$ cat src/hw/rtl/dss_pkg.sv
`timescale 1ns / 1ps
`default_nettype none
// ----------------------------------------------------------------------------
// Dual stack package
// Shared constants, operation and status codes, and the result type passed
// from the stack controller to the top level.
// ----------------------------------------------------------------------------
package dss_pkg;

   localparam int CAP_W          = 11;
   localparam int OPCODE_W       = 2;
   localparam int STATUS_W       = 2;
   localparam int WORD_W         = 32;
   localparam int DEPTH_DEF      = 1024;
   localparam int DATA_WIDTH_DEF = 32;

   localparam logic [CAP_W-1:0] CAP_RESET = 11'd1024;

   localparam logic [OPCODE_W-1:0] OP_PUSH  = 2'd0;
   localparam logic [OPCODE_W-1:0] OP_POP   = 2'd1;
   localparam logic [OPCODE_W-1:0] OP_PEEK  = 2'd2;
   localparam logic [OPCODE_W-1:0] OP_QUERY = 2'd3;

   localparam logic [STATUS_W-1:0] ST_OK    = 2'd0;
   localparam logic [STATUS_W-1:0] ST_FULL  = 2'd1;
   localparam logic [STATUS_W-1:0] ST_EMPTY = 2'd2;

   typedef struct packed {
      logic [STATUS_W-1:0] status;
      logic                empty_flag;
      logic                use_read;
   } dss_result_type;

endpackage
`default_nettype wire

$ cat src/hw/rtl/dss_ctrl.sv
`timescale 1ns / 1ps
`default_nettype none
// ----------------------------------------------------------------------------
// Dual stack controller
// Holds the capacity register and both stack counts, decides the outcome of
// each transaction and issues the memory access for it.
// ----------------------------------------------------------------------------
module dss_ctrl #(
   parameter int DEPTH      = 1024,
   parameter int DATA_WIDTH = 32
) (
   input  wire logic                           clock,
   input  wire logic                           reset,
   input  wire logic                           csr_write,
   input  wire logic [dss_pkg::CAP_W-1:0]      csr_data,
   input  wire logic                           item_accept,
   input  wire logic [dss_pkg::OPCODE_W-1:0]   opcode,
   input  wire logic                           stack_select,
   input  wire logic signed [dss_pkg::WORD_W-1:0] push_value,
   output logic                                mem_wr_en,
   output logic                                mem_rd_en,
   output logic [$clog2(DEPTH)-1:0]            mem_addr,
   output logic [DATA_WIDTH-1:0]               mem_wr_data,
   output dss_pkg::dss_result_type             result
);
   import dss_pkg::*;

   localparam int ADDR_W = $clog2(DEPTH);
   localparam int CNT_W  = $clog2(DEPTH + 1);
   localparam int CMP_W  = (CAP_W > CNT_W) ? CAP_W : CNT_W;

   logic [CAP_W-1:0] capacity_ff, capacity_in;
   logic [CNT_W-1:0] low_count_ff, low_count_in;
   logic [CNT_W-1:0] high_count_ff, high_count_in;

   logic [CMP_W-1:0] capacity_ext;
   logic [CNT_W-1:0] cap;
   logic [CNT_W:0]   total;
   logic             full;
   logic [CNT_W-1:0] sel_count;
   logic [CNT_W-1:0] new_count;
   logic [CNT_W-1:0] push_addr;
   logic [CNT_W-1:0] top_addr;
   logic             is_empty;

   always_comb begin
      capacity_ext = CMP_W'(capacity_ff);
      if (capacity_ext > CMP_W'(DEPTH)) begin
         cap = CNT_W'(DEPTH);
      end else begin
         cap = capacity_ext[CNT_W-1:0];
      end
      total     = {1'b0, low_count_ff} + {1'b0, high_count_ff};
      full      = total >= {1'b0, cap};
      sel_count = stack_select ? high_count_ff : low_count_ff;
      is_empty  = sel_count == '0;
      push_addr = stack_select ? (cap - CNT_W'(1) - high_count_ff) : low_count_ff;
      top_addr  = stack_select ? (cap - high_count_ff) : (low_count_ff - CNT_W'(1));

      new_count       = sel_count;
      mem_wr_en       = 1'b0;
      mem_rd_en       = 1'b0;
      mem_addr        = top_addr[ADDR_W-1:0];
      result.status   = ST_OK;
      result.use_read = 1'b0;
      case (opcode)
         OP_PUSH: begin
            mem_addr = push_addr[ADDR_W-1:0];
            if (full) begin
               result.status = ST_FULL;
            end else begin
               mem_wr_en = item_accept;
               new_count = sel_count + CNT_W'(1);
            end
         end
         OP_POP, OP_PEEK: begin
            if (is_empty) begin
               result.status = ST_EMPTY;
            end else begin
               mem_rd_en       = item_accept;
               result.use_read = 1'b1;
               if (opcode == OP_POP) begin
                  new_count = sel_count - CNT_W'(1);
               end
            end
         end
         default: begin
            new_count = sel_count;
         end
      endcase
      result.empty_flag = new_count == '0;
      mem_wr_data = DATA_WIDTH'($unsigned(push_value));

      capacity_in   = capacity_ff;
      low_count_in  = low_count_ff;
      high_count_in = high_count_ff;
      if (csr_write) begin
         capacity_in   = csr_data;
         low_count_in  = '0;
         high_count_in = '0;
      end else if (item_accept) begin
         if (stack_select) begin
            high_count_in = new_count;
         end else begin
            low_count_in = new_count;
         end
      end
   end

   always_ff @(posedge clock) begin
      if (reset) begin
         capacity_ff   <= CAP_RESET;
         low_count_ff  <= '0;
         high_count_ff <= '0;
      end else begin
         capacity_ff   <= capacity_in;
         low_count_ff  <= low_count_in;
         high_count_ff <= high_count_in;
      end
   end

endmodule
`default_nettype wire

$ cat config.mk
export PLATFORM = sky130hd
export DESIGN_NAME = dss_ctrl
export DESIGN_NICKNAME = d
export VERILOG_FILES = /design/src/hw/rtl/dss_pkg.sv /design/src/hw/rtl/dss_ctrl.sv
export SDC_FILE = /design/constraint.sdc
export NUM_CORES = 1
export LEC_CHECK = 0
export ABC_AREA = 1
export BUFFER_PORTS_ARGS = -buffer_cell sky130_fd_sc_hd__buf_2
export CAP_MARGIN = 0
export CELL_PAD_IN_SITES_DETAIL_PLACEMENT = 0
export CELL_PAD_IN_SITES_GLOBAL_PLACEMENT = 1
export CORE_AREA = 8 8 118 120
export CTS_CLUSTER_SIZE = 14
export DETAILED_ROUTE_END_ITERATION = 8
export DIE_AREA = 0 0 126 128
export PLACE_DENSITY = 0.91
export REMOVE_ABC_BUFFERS = 1
export SETUP_SLACK_MARGIN = 0.02
export SYNTH_ARGS = -nofsm -noshare
export SYNTH_HDL_FRONTEND = slang
export SYNTH_SLANG_ARGS = --single-unit
$ cat constraint.sdc
create_clock -name clock -period 5.57 [get_ports clock]
set_input_delay 0.8355 -clock clock [delete_from_list [all_inputs] [get_ports clock]]
set_output_delay 0.8355 -clock clock [all_outputs]
set_load 0.1 [all_outputs]
==> results_dict.tcl, run 1 <==
set metrics [dict create \
    power_per_cell_area_nw_per_um2 229 \
    final_cycle_share_pct 91.5 \
    worst-endpoint-arrival_ns 4.26 \
    layout_common_cells "sky130_fd_sc_hd__nand2_1, sky130_fd_sc_hd__inv_1, sky130_fd_sc_hd__a21oi_1, sky130_fd_sc_hd__o21ai_0, sky130_fd_sc_hd__nor2_1" \
    multi_input_area_um2 3070 \
    clock_pin_slew_of_the_registers_on_the_worst_case_setup_and_hold_paths_ns 0.06 \
    grt_busiest_layer "met2" \
    drt-wirelength-per-cell_um 15.4 \
    synth_cells 717 \
    routed-via-count 4478 \
    grt_use_met1_pct 20.9 \
    grt_pass1_wl_um 21000 \
    groute.usage.overall_pct 16.0 \
    grt_start_max_net_pins 23 \
    holdWs_ns 0.502 \
    htreeDepth 2 \
    cts_tree "built" \
    most_common_cell_after_layout_fill_and_taps_aside "sky130_fd_sc_hd__nand2_1" \
    timing.clock.skew_ns 0.00454 \
    slew_headroom_pct 22.6 \
    cts_setup_buffers 0 \
    num_rows 41 \
    clk_latency_ns 0.28 \
    setup_viol_count_final 0 \
    dp_hpwl_um 10800 \
    drc_errors 0 \
    design.core.area_um2 12200 \
    hold_violations 0 \
    fillCellCount 1333 \
    drt_pre_antenna_iters 5 \
    antenna_cells 0 \
    area.sequential_um2 661 \
    yosysUniqueCellTypes 44 \
    outcome "finished, final reports clean" \
    syn2layout_area_growth_pct 5.89 \
    critPathRequiredTime_ns 4.73 \
    die-width_um 126 \
    final_wirelength_um 13300 \
    cts.root.buffer_cell "sky130_fd_sc_hd__clkbuf_16" \
    grt_pass1_vias 4067 \
    io_pins 98 \
    cts_max_path_buffers 2 \
    share_of_synthesized_area_occupied_by_flip_flops_and_latches_pct 14.9 \
    grt_antenna_before_repair 0 \
    vias_per_cell 5.19 \
    fmax_mhz 196 \
    irDropWorstVdd_uv 123 \
    tightestPinTransition_ns 1.16 \
    use_met3_pct 5.28 \
    numClockSinks 33 \
    ff2ff_path_depth 24 \
    timing.final.crit_period_ns 5.10 \
    timing.critical_path.from_type "flop" \
    synthesis.area_per_instance_um2 6.19 \
    grt.met2_usage_pct 25.6 \
    max-cap-violations 0 \
    finalMaxSlewViolations 0 \
    synth.yosys.warnings 0 \
    grt_setup_unrepaired "false" \
    static_leak_nw 2.44 \
    layoutNonFillerInstCount 863 \
    postSynthRegisterBits 33 \
    min-delay-path-class "reg2reg" \
    place.gp.congestion 0.887 \
    die_y_um 128 \
    synth.cell_area_um2 4440 \
    place.port_buffers 33 \
    worst-path-max-fanout 12 \
    post_route_cells_drive_above_1_share_pct 12.6 \
    placedCellCount 855 \
    detail-route-antenna-nets 0 \
    critical_path_class "reg2out" \
    drt_iter0_drc 334 \
    async_reset_ff_share_pct 0 \
    tritoncts.num_buffers 5 \
    grt-ovfl-total 0 \
    synth_edf_count 0 \
    hold-path-cell-count 2 \
    cp-end-kind "primary output" \
    finalNetCount 804 \
    fin_tns_setup_ns 0 \
    floorplan.initialDensity_pct 36.4 \
    floorplan.die_area_um2 16100 \
    postSynth.topFlopCell "sky130_fd_sc_hd__dfxtp_1" \
]
==> cells by family (layout without fill, tap and decap cells) <==
kind of cell	Yosys count	after routing	share of synthesized area [%]
and+or+nand+nor	308	308	31.2
AOI/OAI and AO/OA	155	155	20.1
buffers and inverters	152	148	16.1
adders and majority gates	42	42	12.3
DFF	33	33	14.9
xor gates and xnor gates	27	27	5.32
==> Yosys cell counts (3+ instances only) <==
library cell	number	share of area, %
sky130_fd_sc_hd__nor2_4	4	1.0
sky130_fd_sc_hd__nand4_1	9	1.3
sky130_fd_sc_hd__nand2_2	4	0.56
sky130_fd_sc_hd__nor2_1	57	4.8
sky130_fd_sc_hd__or2_2	3	0.42
sky130_fd_sc_hd__buf_2	3	0.34
sky130_fd_sc_hd__dfxtp_1	33	15
sky130_fd_sc_hd__a21oi_1	58	6.5
sky130_fd_sc_hd__xnor2_1	4	0.79
sky130_fd_sc_hd__o21ai_4	4	1.5
sky130_fd_sc_hd__buf_4	32	5.4
sky130_fd_sc_hd__nand3_1	47	5.3
sky130_fd_sc_hd__o21ai_0	59	6.6
sky130_fd_sc_hd__inv_1	91	7.7
sky130_fd_sc_hd__o211ai_1	3	0.51
sky130_fd_sc_hd__ha_1	39	11
sky130_fd_sc_hd__nand2_1	157	13
sky130_fd_sc_hd__nand2_4	7	1.8
sky130_fd_sc_hd__inv_2	7	0.59
sky130_fd_sc_hd__o21bai_1	4	0.68
sky130_fd_sc_hd__o21ai_1	3	0.34
sky130_fd_sc_hd__nor3_1	12	1.4
sky130_fd_sc_hd__xor2_1	23	4.5
sky130_fd_sc_hd__fa_1	3	1.4
sky130_fd_sc_hd__clkbuf_1	14	1.2
sky130_fd_sc_hd__a31oi_1	11	1.5
sky130_fd_sc_hd__o21ai_2	5	0.99
==> power breakdown <==
part,switching [W],leakage (nW),internal [W],total (W)
Combinational,0.000361,2.09,0.000133,0.000493
Clock,0.000103,0.0831,0.000223,0.000326
Sequential,0.0000113,0.271,0.000247,0.000259
Total,0.000475,2.44,0.000603,0.00108
==> registers in the layout, indices dropped and copies added (netlist names) <==
name / count
high_count_ff: 11
low_count_ff: 11
capacity_ext: 11
==> timing repair <==
item,CTS,global route
setup endpoints to repair,0,1
hold buffers,0,0
resized for setup,0,2
==> final cells by class <==
cell class / count / area share [%]
clock buffers: 6 / 2.95
clock inverters: 2 / 0.798
inverters: 100 / 8.03
multi-input cells: 532 / 65.2
flip-flops and latches: 33 / 14.0
well taps: 150 / 3.99
repair buffers: 40 / 4.95
==> per-layer routing <==
metal  vias to the layer above  share of wire (%)  wire [um]
met2                       152                 45       5940
met4                         2               0.40         53
met3                         6                8.2       1090
met1                      2007                 47       6220
li1                       2311                  -          -
met5                         -               0.22         29
==> final timing paths <==
path / to / slack [ns] / from
worst max-delay path: result[1] / 0.47 / high_count_ff[0]$_SDFFE_PP0P_
worst min-delay path: capacity_ext[3]$_SDFFE_PP0P_ / 0.50 / capacity_ext[3]$_SDFFE_PP0P_
worst max register to register: low_count_ff[1]$_SDFFE_PP0P_ / 1.91 / high_count_ff[0]$_SDFFE_PP0P_
worst min register to register: capacity_ext[3]$_SDFFE_PP0P_ / 0.50 / capacity_ext[3]$_SDFFE_PP0P_
==> per-stage QoR <==
step / util, % / total power, W / worst slack [ns] / cell area (um^2)
final: 38.5 / 0.00108 / 0.471 / 4700
after global routing: 38.5 / 0.00114 / 0.125 / 4700
after CTS: 38.5 / 0.00108 / 0.274 / 4700
after detailed placement: 37.1 / 0.000753 / 0.605 / 4520
after global placement: 37.1 / 0.000751 / 0.697 / 4520
after floorplan: - / 0.000647 / 0.504 / 4100
==> worst max-delay path, cell delays in order, from the launching register on <==
cell	delay [ns]
sky130_fd_sc_hd__dfxtp_1	0.37
sky130_fd_sc_hd__ha_1	0.23
sky130_fd_sc_hd__fa_1	0.40
sky130_fd_sc_hd__a21oi_1	0.16
sky130_fd_sc_hd__o21ai_1	0.13
sky130_fd_sc_hd__nand2_1	0.09
sky130_fd_sc_hd__o211ai_1	0.12
sky130_fd_sc_hd__a21oi_1	0.16
sky130_fd_sc_hd__o21ai_0	0.11
sky130_fd_sc_hd__xor2_1	0.16
sky130_fd_sc_hd__ha_1	0.32
sky130_fd_sc_hd__and3_1	0.18
sky130_fd_sc_hd__nand2_1	0.26
sky130_fd_sc_hd__nand2_2	0.25
sky130_fd_sc_hd__nand2_1	0.13
sky130_fd_sc_hd__nand2_1	0.06
sky130_fd_sc_hd__nand2_1	0.05
sky130_fd_sc_hd__nand2_1	0.08
sky130_fd_sc_hd__inv_2	0.06
sky130_fd_sc_hd__nand2_1	0.04
sky130_fd_sc_hd__nor2_1	0.16
sky130_fd_sc_hd__nand2_1	0.11
sky130_fd_sc_hd__nor2_2	0.16
sky130_fd_sc_hd__buf_12	0.19
(Power assumes the default switching activity.)
==> run 2, diff against run 1 <==
--- a/config.mk
+++ b/config.mk
@@ -10,11 +10,11 @@
 export CAP_MARGIN = 0
 export CELL_PAD_IN_SITES_DETAIL_PLACEMENT = 0
 export CELL_PAD_IN_SITES_GLOBAL_PLACEMENT = 1
-export CORE_AREA = 8 8 118 120
+export CORE_AREA = 8 8 122 124
 export CTS_CLUSTER_SIZE = 14
 export DETAILED_ROUTE_END_ITERATION = 8
-export DIE_AREA = 0 0 126 128
-export PLACE_DENSITY = 0.91
+export DIE_AREA = 0 0 130 132
+export PLACE_DENSITY = 0.86
 export REMOVE_ABC_BUFFERS = 1
 export SETUP_SLACK_MARGIN = 0.02
 export SYNTH_ARGS = -nofsm -noshare
==> run 2 against run 1 <==
Cell count grew 2.9%. Clock-buffer cell count unchanged. Core utilization fell by 2.1 points. Maximum frequency decreased by 0.27%. Die area increased by 6.4%. Via count up 0.49%. First-iteration DRC count up 6.9%.
==> results_dict.tcl, run 2 (synthesis gave the netlist of run 1 again) <==
set metrics [dict create \
    placedCellCount 880 \
    syn2layout_area_growth_pct 6.45 \
    drc_errors 0 \
    fin_tns_setup_ns 0 \
    vias_per_cell 5.07 \
    grt_setup_unrepaired "false" \
    cp-end-kind "primary output" \
    layout_common_cells "sky130_fd_sc_hd__nand2_1, sky130_fd_sc_hd__inv_1, sky130_fd_sc_hd__a21oi_1, sky130_fd_sc_hd__o21ai_0, sky130_fd_sc_hd__nor2_1" \
    holdWs_ns 0.513 \
    hold-path-cell-count 2 \
    cts_hold_repair.buffers 0 \
    worst-path-max-fanout 8 \
    htreeDepth 2 \
    io_pins 98 \
    worst-endpoint-arrival_ns 4.28 \
    finalMaxSlewViolations 0 \
    final_cycle_share_pct 91.8 \
    tritoncts.num_buffers 5 \
    cts_max_path_buffers 2 \
    power_per_cell_area_nw_per_um2 230 \
    whs_endpoint "capacity_ext[3]$_SDFFE_PP0P_" \
    numClockSinks 33 \
    num_rows 42 \
    critical_path_class "reg2out" \
    reg2reg_setup_slack_ns 1.95 \
    grt_start_max_net_pins 23 \
    critPathMaxStageDelay_ns 0.41 \
    fmax_mhz 196 \
    worst_path_dominant_cell_family "simple AND/OR/NAND/NOR gates" \
    drt-wirelength-per-cell_um 15.6 \
    slew_headroom_pct 57.7 \
    floorplan.die_area_um2 17200 \
    grt_pass1_vias 4164 \
    detail-route-antenna-nets 0 \
    timing.critical_path.from_type "flop" \
    place.port_buffers 33 \
    static_leak_nw 2.44 \
    max-cap-violations 0 \
    timing.clock.skew_ns 0.00565 \
    pre_cts_slack_ns 0.658 \
    antenna_cells 0 \
    layoutNonFillerInstCount 888 \
    drt_pre_antenna_iters 6 \
    irDropWorstVdd_uv 122 \
    critical_path.n_buffers_inverters 2 \
    min-delay-path-class "reg2reg" \
    postLayoutCellArea_um2 4730 \
    r2r-start "high_count_ff[0]$_SDFFE_PP0P_" \
    fin_ws_ns 0.457 \
    min-delay-start "capacity_ext[3]$_SDFFE_PP0P_" \
    outcome "finished, final reports clean" \
    groute.usage.overall_pct 16.2 \
    timing.critical_path.mode_cell "sky130_fd_sc_hd__nand2_1" \
    grt_antenna_before_repair 0 \
    setup_viol_count_final 0 \
    grt-ovfl-total 0 \
    design.core.area_um2 13000 \
    die_y_um 132 \
    timing.final.crit_period_ns 5.11 \
    routed-via-count 4500 \
    critPathRequiredTime_ns 4.73 \
    finalNetCount 803 \
    cts.root.buffer_cell "sky130_fd_sc_hd__clkbuf_16" \
    clock_pin_slew_of_the_registers_on_the_worst_case_setup_and_hold_paths_ns 0.06 \
    placed_area_um2 4550 \
    clk_latency_ns 0.28 \
    die-width_um 130 \
    cts_tree "built" \
    fillCellCount 1432 \
    hold_violations 0 \
    critical-path-slowest-cell "sky130_fd_sc_hd__fa_1" \
    most_common_cell_after_layout_fill_and_taps_aside "sky130_fd_sc_hd__nand2_1" \
    regToRegEndpoint "low_count_ff[1]$_SDFFE_PP0P_" \
    post_route_cells_drive_above_1_share_pct 12.5 \
    dp_hpwl_um 11200 \
    tightestPinTransition_ns 0.634 \
    floorplan.initialDensity_pct 34.2 \
    drt_iter0_drc 357 \
    final_wirelength_um 13900 \
    grt_pass1_wl_um 22200 \
    ff2ff_path_depth 24 \
    place.gp.congestion 0.880 \
]
[run 2: how the worst max path moves through the flow]
stage	to	slack, ns	cells after the start	from
4_1_cts	result[1]	0.33	25	high_count_ff[0]$_SDFFE_PP0P_
3_3_place_gp	result[1]	0.69	25	high_count_ff[0]$_SDFFE_PP0P_
3_5_place_dp	result[1]	0.66	25	high_count_ff[0]$_SDFFE_PP0P_
6_report	result[1]	0.46	25	high_count_ff[0]$_SDFFE_PP0P_
2_1_floorplan	result[3]	0.50	10	stack_select
5_1_grt	result[1]	0.12	25	high_count_ff[0]$_SDFFE_PP0P_
[run 2: layout make-up]
| cell class | count | area (um^2) | share of cell area (%) |
|---|---|---|---|
| Clock inverter | 2 | 37.5 | 0.794 |
| Sequential cell | 33 | 661 | 14.0 |
| Tap cell | 176 | 220 | 4.66 |
| Timing Repair Buffer | 39 | 225 | 4.76 |
| Inverter | 100 | 378 | 7.99 |
| Clock buffer | 6 | 139 | 2.94 |
| Multi-Input combinational cell | 532 | 3070 | 64.9 |
[run 2: metrics by stage]
stage	total power, W	util [%]
2_1_floorplan	0.000647	-
3_3_place_gp	0.000754	35.0
3_5_place_dp	0.000754	35.0
6_report	0.00109	36.4
5_1_grt	0.00115	36.4
4_1_cts	0.00109	36.4
[run 2: worst register-to-register path, delay by kind of cell (launching register included)]
kind / cells / cell delay, ns
adder cells (fa/ha/maj): 3 / 0.96
XOR/XNOR: 1 / 0.15
buffers and inverters: 3 / 0.27
AND/OR/NAND/NOR: 9 / 0.74
flip-flops: 1 / 0.36
AO/OA/AOI/OAI: 8 / 1.07
[run 2: layer usage]
layer	vias up	track usage [%]	wire length [um]
li1	2297	-	-
met1	2059	21.7	6610
met2	128	24.7	6140
met3	16	4.53	945
met4	0	4.20	200
met5	-	1.54	0
[run 2: what timing repair did]
| action | in CTS | in global routing |
|---|---|---|
| setup buffers | 0 | 0 |
| gates resized for setup | 0 | 2 |
| setup endpoints to repair | 0 | 1 |
[run 2: report_power, final]
group | internal [W] | switching, W | leakage [nW] | total (W)
registers | 0.000247 | 0.0000117 | 0.271 | 0.000259
logic | 0.000133 | 0.000361 | 2.08 | 0.000494
clock network | 0.000223 | 0.000109 | 0.0831 | 0.000332
total | 0.000603 | 0.000482 | 2.44 | 0.00109
==> run 3, diff against run 2 <==
--- a/config.mk
+++ b/config.mk
@@ -10,11 +10,12 @@
 export CAP_MARGIN = 0
 export CELL_PAD_IN_SITES_DETAIL_PLACEMENT = 0
 export CELL_PAD_IN_SITES_GLOBAL_PLACEMENT = 1
-export CORE_AREA = 8 8 122 124
+export CORE_AREA = 8 8 105 145
+export CTS_BUF_LIST = sky130_fd_sc_hd__clkbuf_16
 export CTS_CLUSTER_SIZE = 14
 export DETAILED_ROUTE_END_ITERATION = 8
-export DIE_AREA = 0 0 130 132
-export PLACE_DENSITY = 0.86
+export DIE_AREA = 0 0 113 153
+export PLACE_DENSITY = 0.85
 export REMOVE_ABC_BUFFERS = 1
 export SETUP_SLACK_MARGIN = 0.02
 export SYNTH_ARGS = -nofsm -noshare
==> run 3 against run 2 <==
Worst hold slack got worse by 0.037 ns. Highest routed layer unchanged. Critical path depth did not move. Largest power group unchanged. Cell count fell by 2.1%. Worst setup slack got worse by 0.020 ns. Wire length rose by 0.18%. Via count fell by 1.5%. Clock power fell by 20%. Register-to-register slack got worse by 0.05 ns. Non-clock buffer count rose by 1. Sequential power barely moved.
==> results_dict.tcl, run 3 (synthesis gave the netlist of run 1 again) <==
set metrics [dict create \
    outcome "finished, final reports clean" \
    cts.root.buffer_cell "sky130_fd_sc_hd__clkbuf_16" \
    setup_viol_count_final 0 \
    fmax_mhz 195 \
    placedCellCount 861 \
    irDropWorstVdd_uv 119 \
    power_per_cell_area_nw_per_um2 219 \
    static_leak_nw 2.43 \
    grt_start_max_net_pins 25 \
    place.port_buffers 33 \
    hold-path-cell-count 2 \
    reg2reg_setup_slack_ns 1.90 \
    grt-ovfl-total 0 \
    drt_pre_antenna_iters 5 \
    htreeDepth 2 \
    most_common_cell_after_layout_fill_and_taps_aside "sky130_fd_sc_hd__nand2_1" \
    syn2layout_area_growth_pct 5.21 \
    io_pins 98 \
    floorplan.die_area_um2 17300 \
    timing.final.crit_period_ns 5.13 \
    slew_headroom_pct 64.6 \
    critical-path-slowest-cell "sky130_fd_sc_hd__fa_1" \
    num_rows 50 \
    die_y_um 153 \
    critical_path.n_buffers_inverters 2 \
    dp_hpwl_um 11400 \
    clk_latency_ns 0.28 \
    critical_path_class "reg2out" \
    final_wirelength_um 13900 \
    floorplan.initialDensity_pct 33.8 \
    power_w 0.00103 \
    layoutNonFillerInstCount 869 \
    tritoncts.num_buffers 5 \
    detail-route-antenna-nets 0 \
    antenna_cells 0 \
    clock_pin_slew_of_the_registers_on_the_worst_case_setup_and_hold_paths_ns 0.06 \
    groute.usage.overall_pct 16.0 \
    regToRegEndpoint "high_count_ff[10]$_SDFFE_PP0P_" \
    place.gp.congestion 0.899 \
    wp_depth 25 \
    finalMaxSlewViolations 0 \
    worst-path-max-fanout 8 \
    grt_setup_unrepaired "false" \
    r2r-start "high_count_ff[0]$_SDFFE_PP0P_" \
    tightestPinTransition_ns 0.530 \
    final_cycle_share_pct 92.1 \
    worst-endpoint-arrival_ns 4.30 \
    multi_input_area_um2 3070 \
    drc_errors 0 \
    hold_violations 0 \
    timing.critical_path.from_type "flop" \
    postLayoutCellArea_um2 4670 \
    min-delay-path-class "reg2reg" \
    worst_path_dominant_cell_family "simple AND/OR/NAND/NOR gates" \
    grt_pass1_wl_um 22100 \
    layout_common_cells "sky130_fd_sc_hd__nand2_1, sky130_fd_sc_hd__inv_1, sky130_fd_sc_hd__a21oi_1, sky130_fd_sc_hd__o21ai_0, sky130_fd_sc_hd__nor2_1" \
    cp-end-kind "primary output" \
    timing.critical_path.mode_cell "sky130_fd_sc_hd__nand2_1" \
    post_route_cells_drive_above_1_share_pct 12.5 \
    grt_pass1_vias 4357 \
    vias_per_cell 5.10 \
    fin_tns_setup_ns 0 \
    cts_max_path_buffers 2 \
    routed-via-count 4434 \
    fillCellCount 1494 \
    placed_area_um2 4530 \
    numClockSinks 33 \
    crit_start "high_count_ff[0]$_SDFFE_PP0P_" \
    finalNetCount 804 \
    post-route-util_pct 35.6 \
    cts_tree "built" \
    grt_antenna_before_repair 0 \
    drt_iter0_drc 209 \
    critPathRequiredTime_ns 4.73 \
    max-cap-violations 0 \
    drt-wirelength-per-cell_um 16.0 \
    timing.clock.skew_ns 0.00531 \
    ff2ff_path_depth 22 \
    area.sequential_um2 661 \
    critPathMaxStageDelay_ns 0.40 \
    design.core.area_um2 13100 \
    crit_end "result[1]" \
    die-width_um 113 \
]
run 3: cell count changes in the layout (fill, tap and decap cells not counted):
cell,delta
sky130_fd_sc_hd__bufinv_16,-1
sky130_fd_sc_hd__clkinvlp_4,-1
sky130_fd_sc_hd__clkbuf_8,-1
sky130_fd_sc_hd__inv_1,+1
sky130_fd_sc_hd__buf_4,+1
sky130_fd_sc_hd__clkinv_2,+2
run 3: stage by stage:
| step | hold slack (ns) | worst slack [ns] |
|---|---|---|
| 2_1_floorplan | 0.453 | 0.504 |
| 3_3_place_gp | 0.463 | 0.653 |
| 3_5_place_dp | 0.468 | 0.545 |
| 4_1_cts | 0.477 | 0.244 |
| 5_1_grt | 0.504 | 0.0725 |
| 6_report | 0.476 | 0.437 |
run 3: what timing repair did:
item / CTS / global route
hold buffers: 0 / 0
gates resized for setup: 0 / 2
buffers inserted: 0 / 0
endpoints found under the setup margin: 0 / 1
run 3: tightest hold or removal path, cell delays in order, from the launching register on:
cell,delay (ns)
sky130_fd_sc_hd__dfxtp_1,0.29
sky130_fd_sc_hd__inv_1,0.07
sky130_fd_sc_hd__a21oi_1,0.06
run 3: worst min path at each step:
stage | slack [ns] | from | end
6_report | 0.48 | capacity_ext[3]$_SDFFE_PP0P_ | capacity_ext[3]$_SDFFE_PP0P_
3_3_place_gp | 0.46 | capacity_ext[3]$_SDFFE_PP0P_ | capacity_ext[3]$_SDFFE_PP0P_
4_1_cts | 0.48 | capacity_ext[3]$_SDFFE_PP0P_ | capacity_ext[3]$_SDFFE_PP0P_
5_1_grt | 0.50 | capacity_ext[2]$_SDFFE_PP0P_ | capacity_ext[2]$_SDFFE_PP0P_
2_1_floorplan | 0.45 | capacity_ext[3]$_SDFFE_PP0P_ | capacity_ext[3]$_SDFFE_PP0P_
3_5_place_dp | 0.47 | capacity_ext[3]$_SDFFE_PP0P_ | capacity_ext[3]$_SDFFE_PP0P_
run 3: cell type report:
cell class / instances / area share [%]
clock buffer: 5 / 2.68
clock inverter: 3 / 0.295
inverter: 100 / 8.09
multi-input combinational: 532 / 65.6
sequential: 33 / 14.1
tap: 156 / 4.18
timing repair buffer: 40 / 4.98
run 3: metal layers:
layer,share of wire (%),routed length [um],track usage (%)
met3,5.6,785,4.34
met1,41,5740,17.3
met4,4.5,620,8.22
met2,49,6770,27.8
met5,0,0,1.51
run 3: power breakdown:
part | switching [W] | total, W | internal (W)
Combinational | 0.000365 | 0.000500 | 0.000134
Clock | 0.000105 | 0.000267 | 0.000162
Sequential | 0.0000109 | 0.000258 | 0.000247
